<file path="src/dcd_pkg.sv">
// ----------------------------------------------------------------------------
// dcd_pkg
// Types, constants and helpers of the double clap detector.
// ----------------------------------------------------------------------------
package dcd_pkg;

    localparam int SAMPLE_W     = 32;
    localparam int SAMPLE_SHIFT = 16;
    localparam int AMP_W        = 16;
    localparam int TIME_W       = 32;
    localparam int CFG_W        = 16;
    localparam int CFG_IDX_W    = 2;

    // register indexes of the configuration port
    localparam logic [CFG_IDX_W-1:0] CFG_THRESHOLD = 2'd0;
    localparam logic [CFG_IDX_W-1:0] CFG_COOLDOWN  = 2'd1;
    localparam logic [CFG_IDX_W-1:0] CFG_WINDOW    = 2'd2;

    localparam logic [CFG_W-1:0] THRESHOLD_RST = 16'd10000;
    localparam logic [CFG_W-1:0] COOLDOWN_RST  = 16'd200;
    localparam logic [CFG_W-1:0] WINDOW_RST    = 16'd1000;

    // one registered input beat, amplitude already extracted
    typedef struct packed {
        logic [AMP_W-1:0]  amp;
        logic              last;
        logic [TIME_W-1:0] now_ms;
    } t_beat;

    typedef struct packed {
        logic             clap;
        logic             double_clap;
        logic             pending;
        logic [AMP_W-1:0] peak;
    } t_result;

    // |top 16 bits|; 0x8000 maps to 32768, which still fits 16 bits
    function automatic logic [AMP_W-1:0] amplitude_of(input logic [SAMPLE_W-1:0] raw);
        logic [AMP_W-1:0] top;
        top = raw[SAMPLE_SHIFT +: AMP_W];
        return top[AMP_W-1] ? AMP_W'(~top + 1'b1) : top;
    endfunction

endpackage

</file>
<file path="src/dcd_block_stats.sv">
// ----------------------------------------------------------------------------
// dcd_block_stats
// Running peak and loud flag over one block of samples.
// ----------------------------------------------------------------------------
module dcd_block_stats (
    input  logic                       i_clk,
    input  logic                       i_rst_n,
    input  dcd_pkg::t_beat             i_beat,
    input  logic                       i_step,
    input  logic [dcd_pkg::CFG_W-1:0]  i_threshold,
    output logic [dcd_pkg::AMP_W-1:0]  o_peak,
    output logic                       o_loud
);
    import dcd_pkg::*;

    logic [AMP_W-1:0] r_peak, n_peak;
    logic             r_loud, n_loud;

    // figures including the beat now in the stage
    assign o_peak = (i_beat.amp > r_peak) ? i_beat.amp : r_peak;
    assign o_loud = r_loud | (i_beat.amp > i_threshold);

    always_comb begin
        n_peak = r_peak;
        n_loud = r_loud;
        if (i_step) begin
            n_peak = i_beat.last ? '0 : o_peak;
            n_loud = i_beat.last ? 1'b0 : o_loud;
        end
    end

    always_ff @(posedge i_clk) begin
        if (!i_rst_n) begin
            r_peak <= '0;
            r_loud <= 1'b0;
        end else begin
            r_peak <= n_peak;
            r_loud <= n_loud;
        end
    end

endmodule

</file>
<file path="src/double_clap_detector_core.sv">
// ----------------------------------------------------------------------------
// double_clap_detector_core
// Block-wise clap decision with cooldown and double clap window.
// ----------------------------------------------------------------------------
//  channel   | signals                                   | beat
//  ----------+-------------------------------------------+-------------------
//  in        | i_in_valid / o_in_ready, sample, last, ms | one mic sample
//  out       | o_out_valid / i_out_ready, flags, peak    | one per block
//  cfg       | i_cfg_we, i_cfg_idx, i_cfg_data           | register write
//
//  One sample per cycle sustained while no block end waits on a held output. An
//  accepted beat is registered in the input stage, a block end's result in the output register.
//  Reset (synchronous, active low) restores the register defaults and clears
//  block stats, clap time and pending count. A held output only stalls the
//  input stage when the beat there closes a block; other samples flow on.
// ----------------------------------------------------------------------------
module double_clap_detector_core (
    input  logic                          i_clk,
    input  logic                          i_rst_n,
    // sample input
    input  logic                          i_in_valid,
    output logic                          o_in_ready,
    input  logic signed [31:0]            i_sample,
    input  logic                          i_last_in_block,
    input  logic [dcd_pkg::TIME_W-1:0]    i_now_ms,
    // configuration writes
    input  logic                          i_cfg_we,
    input  logic [dcd_pkg::CFG_IDX_W-1:0] i_cfg_idx,
    input  logic [dcd_pkg::CFG_W-1:0]     i_cfg_data,
    // block result
    output logic                          o_out_valid,
    input  logic                          i_out_ready,
    output logic                          o_clap,
    output logic                          o_double_clap,
    output logic                          o_pending_claps,
    output logic [dcd_pkg::AMP_W-1:0]     o_peak_level
);
    import dcd_pkg::*;

    // configuration
    logic [CFG_W-1:0]  r_threshold, r_cooldown, r_window;

    // input stage
    t_beat             r_beat;
    logic              r_beat_vld;
    logic              step;

    // clap history: time of the last clap and the pending flag
    logic [TIME_W-1:0] r_clap_time;
    logic              r_pending, n_pending;

    // block stats incl. current beat
    logic [AMP_W-1:0]  peak;
    logic              loud;

    // decision
    logic [TIME_W-1:0] since_clap;
    logic              clap, dbl;

    // output register
    t_result           r_res, n_res;
    logic              r_out_vld;

    // ---- config port -------------------------------------------------------
    always_ff @(posedge i_clk) begin
        if (!i_rst_n) begin
            r_threshold <= THRESHOLD_RST;
            r_cooldown  <= COOLDOWN_RST;
            r_window    <= WINDOW_RST;
        end else if (i_cfg_we) begin
            unique case (i_cfg_idx)
                CFG_THRESHOLD: r_threshold <= i_cfg_data;
                CFG_COOLDOWN:  r_cooldown  <= i_cfg_data;
                CFG_WINDOW:    r_window    <= i_cfg_data;
                default: ; // unused index, write dropped
            endcase
        end
    end

    // ---- handshake ---------------------------------------------------------
    // A mid-block beat never needs the output slot; a block end needs it free
    // or leaving this cycle.
    assign step       = r_beat_vld && (!r_beat.last || !r_out_vld || i_out_ready);
    assign o_in_ready = !r_beat_vld || step;

    always_ff @(posedge i_clk) begin
        if (!i_rst_n) begin
            r_beat_vld <= 1'b0;
        end else if (o_in_ready) begin
            r_beat_vld <= i_in_valid;
        end
    end

    // amplitude is taken on the way into the stage
    always_ff @(posedge i_clk) begin
        if (i_in_valid && o_in_ready) begin
            r_beat.amp    <= amplitude_of(i_sample);
            r_beat.last   <= i_last_in_block;
            r_beat.now_ms <= i_now_ms;
        end
    end

    // ---- block stats -------------------------------------------------------
    dcd_block_stats u_stats (
        .i_clk       (i_clk),
        .i_rst_n     (i_rst_n),
        .i_beat      (r_beat),
        .i_step      (step),
        .i_threshold (r_threshold),
        .o_peak      (peak),
        .o_loud      (loud)
    );

    // ---- clap decision -----------------------------------------------------
    // Time differences wrap mod 2^32; the 16-bit limits zero-extend.
    assign since_clap = r_beat.now_ms - r_clap_time;
    assign clap       = loud && (since_clap > TIME_W'(r_cooldown));
    assign dbl        = clap && r_pending && (since_clap < TIME_W'(r_window));

    // second clap in the window reports and clears; any other clap arms
    assign n_pending  = clap ? !dbl : r_pending;

    always_ff @(posedge i_clk) begin
        if (!i_rst_n) begin
            r_clap_time <= '0;
            r_pending   <= 1'b0;
        end else if (step && r_beat.last) begin
            r_pending <= n_pending;
            if (clap) begin
                r_clap_time <= r_beat.now_ms;
            end
        end
    end

    // ---- output register ---------------------------------------------------
    always_comb begin
        n_res.clap        = clap;
        n_res.double_clap = dbl;
        n_res.pending     = n_pending;
        n_res.peak        = peak;
    end

    always_ff @(posedge i_clk) begin
        if (!i_rst_n) begin
            r_out_vld <= 1'b0;
        end else if (step && r_beat.last) begin
            r_out_vld <= 1'b1;
        end else if (i_out_ready) begin
            r_out_vld <= 1'b0;
        end
    end

    always_ff @(posedge i_clk) begin
        if (step && r_beat.last) begin
            r_res <= n_res;
        end
    end

    assign o_out_valid     = r_out_vld;
    assign o_clap          = r_res.clap;
    assign o_double_clap   = r_res.double_clap;
    assign o_pending_claps = r_res.pending;
    assign o_peak_level    = r_res.peak;

endmodule

</file>
<file path="config.mk">
export PLATFORM = sky130hd
export DESIGN_NAME = double_clap_detector_core
export DESIGN_NICKNAME = d
export VERILOG_FILES = /design/src/dcd_pkg.sv /design/src/dcd_block_stats.sv /design/src/double_clap_detector_core.sv
export SDC_FILE = /design/constraint.sdc
export NUM_CORES = 1
export LEC_CHECK = 0
export BUFFER_PORTS_ARGS = -buffer_cell sky130_fd_sc_hd__buf_2
export CAP_MARGIN = 30
export CORE_MARGIN = 10
export CORE_UTILIZATION = 25
export DETAILED_ROUTE_END_ITERATION = 12
export GPL_TIMING_DRIVEN = 0
export HOLD_SLACK_MARGIN = 0.06
export PLACE_DENSITY_LB_ADDON = 0.15
export REMOVE_ABC_BUFFERS = 1
export SLEW_MARGIN = 10
export SYNTH_ARGS = -nofsm -noshare
export SYNTH_HDL_FRONTEND = slang
export SYNTH_SLANG_ARGS = --single-unit
export TNS_END_PERCENT = 10
</file>
<file path="constraint.sdc">
create_clock -name i_clk -period 9.7 [get_ports i_clk]
set_clock_uncertainty 0.2 [all_clocks]
set_input_delay 1.94 -clock i_clk [delete_from_list [all_inputs] [get_ports i_clk]]
set_output_delay 1.94 -clock i_clk [all_outputs]
set_load 0.01 [all_outputs]
</file>
==> out/qor.txt <==
Outcome -> complete, no violations
Hold crit path type -> reg -> reg
Antenna violations before repair -> 2
Register area share after synthesis -> 0.417
Final cell count without fillers -> 1666
# rows -> 72
# DRC -> 0
Final Critical Period -> 5.50 ns
First-pass GRT wire length -> 40500 um
Final WS setup -> 4.20 ns
First-pass iteration count of the detailed router -> 4
Worst hold slack -> 0.256 ns
Predominant post-synthesis flop cell -> dfxtp_1
Largest net degree at the start of global routing -> 75
Io pins -> 109
P_leak -> 4.31 nW
PwrDens -> 154 nW/um2
Max_slew headroom -> 0.385
Ant diodes -> 0
CTS Hold Buffers Added -> 0
Unrepaired setup endpoints after global routing -> false
Crit path capture -> r_clap_time[1]
FF+latch count, synth -> 168
Die area -> 47000 um2
Final wirelength -> 25100 um
Remaining global-route overflow -> 0
Placed Area -> 10800 um2
Max cap viols -> 0
Required @ worst endpoint -> 9.88 ns
Post-CTS Setup Bufs -> 0
CP startpoint kind -> flop
WP data arrival -> 5.68 ns
Slew Limit Fails -> 0
Met2 Use GR -> 0.179
GR peak layer -> met2
Post-DRT Antenna Nets -> 0
Post-synthesis cell count -> 1050
PortBufs -> 92
GRT Total Usage -> 0.109
Number of global-route vias before repair -> 7392
Number of synthesized flops with an enable pin -> 68
Final hold violations -> 0
GR Util met1 -> 0.139
Power Total -> 1.75 mW
Post-placement setup slack -> 4.05 ns
Longest Clk Path Bufs -> 2
Post-CTS resize count -> 0
Reg2reg end -> r_clap_time[1]
DR vias/cell -> 4.39
Crit path from -> r_beat[0]
Final number of setup-violating endpoints -> 0
Flop2flop setup slack -> 4.20 ns
Hold path depth -> 2
GP Congestion -> 0.789
Netlist Area Pre-Place -> 9690 um2
Final Util -> 0.294
DR WL/cell -> 15.1 um
Layout cell share with drive strength beyond 1 -> 0.146
Die Span Y -> 217 um
Fin nets -> 1319
Layout area overhead -> 16.8%
F_max -> 182 MHz
Initial Util -> 0.252
Grt met3 use -> 0.0250
Final Cell Area -> 11300 um2
Worst R2R Start -> r_beat[0]
Number of warnings issued by yosys -> 0
Root Driver -> clkbuf_16
Worst-Skew Late Latency -> 0.45 ns
Worst slew pin tran -> 0.922 ns
Core footprint -> 38500 um2
Via count -> 7308
Peak VDD IR -> 0.104 mV
Crit Path Max Fanout -> 12
H-tree depth -> 4
Crit path kind -> reg -> reg
Placed cells -> 1634
Endpoint type of the worst setup path -> flop
Cts bufs inserted -> 17
CTS tree -> done
Async set-reset flop share out of synthesis -> 0
Clock-pin slew on the worst setup and hold paths -> 0.07 ns
Chip Width -> 217 um
Synthesized area per cell -> 9.23 um2
Setup TNS -> 0 ns
Worst Reg-to-Reg Cells -> 20
CTS sink cnt -> 168
Initial DRC count -> 320
Dpl hpwl -> 19300 um
Final Cycle Share -> 0.567
Yosys cell types -> 71
Fillers -> 4107
-- Yosys cell counts, types with 4 or more instances --
cell        n  area share
nand2b_1    7      0.0045
and4_1      4      0.0036
inv_1     110       0.043
a31oi_1     5      0.0032
nor2_1     28       0.011
mux2_2     15       0.017
nand3_1    13      0.0067
clkbuf_1   22      0.0085
o211ai_1   19       0.015
nor2b_1     8      0.0052
xnor2_1    33       0.030
a21o_1     17       0.013
nand2_1   205       0.079
edfxtp_1   68        0.21
buf_2       4      0.0021
mux2i_1    34       0.035
nor3_1      8      0.0041
a21oi_1    92       0.048
o21ai_0    41       0.021
dfxtp_1   100        0.21
ha_1       95        0.12
o21a_1     10      0.0077
o31ai_1     5      0.0039
xor2_1      8      0.0072
nand4_1    14      0.0090
a22o_1     16       0.014
nor4_1      4      0.0026
-- state kept, by name (all words and copies together), names as in the netlist, 16 cells and up --
register,flops
r_clap_time,32
o_peak_level,16
u_stats.r_peak,16
r_cooldown,16
r_window,16
r_threshold,16
r_beat,49
-- cells in the final DEF, fill, tap and decap left out, types with 10 or more instances in the layout --
cell and n:
nand2_1 205, inv_1 109, dfxtp_1 100, ha_1 95, a21oi_1 92, buf_2 91, edfxtp_1 68, o21ai_0 41
mux2i_1 34, xnor2_1 33, nor2_1 28, o211ai_1 19, a21o_1 17, clkbuf_16 17, a22o_1 16, mux2_2 15
nand4_1 14, nand3_1 13, o21a_1 10
-- power breakdown --
part	internal [mW]	switching [mW]	total (mW)
Combinational	0.131	0.179	0.310
Clock	0.337	0.308	0.646
Sequential	0.770	0.0207	0.791
-- kinds of logic after synthesis --
logic type / share of synthesized area
compound gates: 0.162
fa+ha+maj: 0.125
simple gates: 0.144
xor+xnor: 0.0371
flops: 0.417
mux: 0.0526
buf+inv: 0.0617
-- per-layer routing --
| layer | share of wire | vias up |
|---|---|---|
| met1 | 0.49 | 3370 |
| li1 | - | 3837 |
| met4 | 0.012 | 2 |
| met2 | 0.47 | 78 |
| met5 | 0.00080 | - |
| met3 | 0.028 | 21 |
-- worst max-delay path, stage by stage, from the launching register on --
cell and delay (ns):
edfxtp_1 0.34, inv_1 0.05, ha_1 0.21, fa_1 0.39, nand2b_1 0.18, a21oi_1 0.36, o21ai_1 0.24, o21a_1 0.24
o21ai_0 0.19, xor2_1 0.30, ha_1 0.16, and4_1 0.21, nand3_1 0.12, a221oi_1 0.26, a21oi_1 0.08, a21oi_1 0.22
and4b_4 0.25, a211oi_4 0.75, buf_8 0.26, buf_8 0.19, mux2i_1 0.20
-- area by class of cell --
| class | count | area [um2] | area share |
|---|---|---|---|
| Inverter | 110 | 413 | 0.0365 |
| Timing Repair Buffer | 100 | 598 | 0.0528 |
| Clock inverter | 13 | 92.6 | 0.00818 |
| Sequential cell | 168 | 4040 | 0.357 |
| Multi-Input combinational cell | 738 | 5080 | 0.449 |
| Clock buffer | 19 | 444 | 0.0392 |
| Tap cell | 518 | 648 | 0.0573 |
-- worst min path at each step --
| stage | start | endpoint | slack [ns] |
|---|---|---|---|
| after global routing | r_clap_time[29] | r_clap_time[29] | 0.28 |
| after global placement | r_clap_time[4] | r_clap_time[4] | 0.24 |
| after CTS | r_clap_time[4] | r_clap_time[4] | 0.26 |
| after floorplan | r_clap_time[10] | r_clap_time[10] | 0.23 |
| after detailed placement | r_clap_time[15] | r_clap_time[15] | 0.25 |
| final | r_threshold[2] | r_threshold[2] | 0.26 |
No activity file was read; power rests on OpenSTA's default activity.
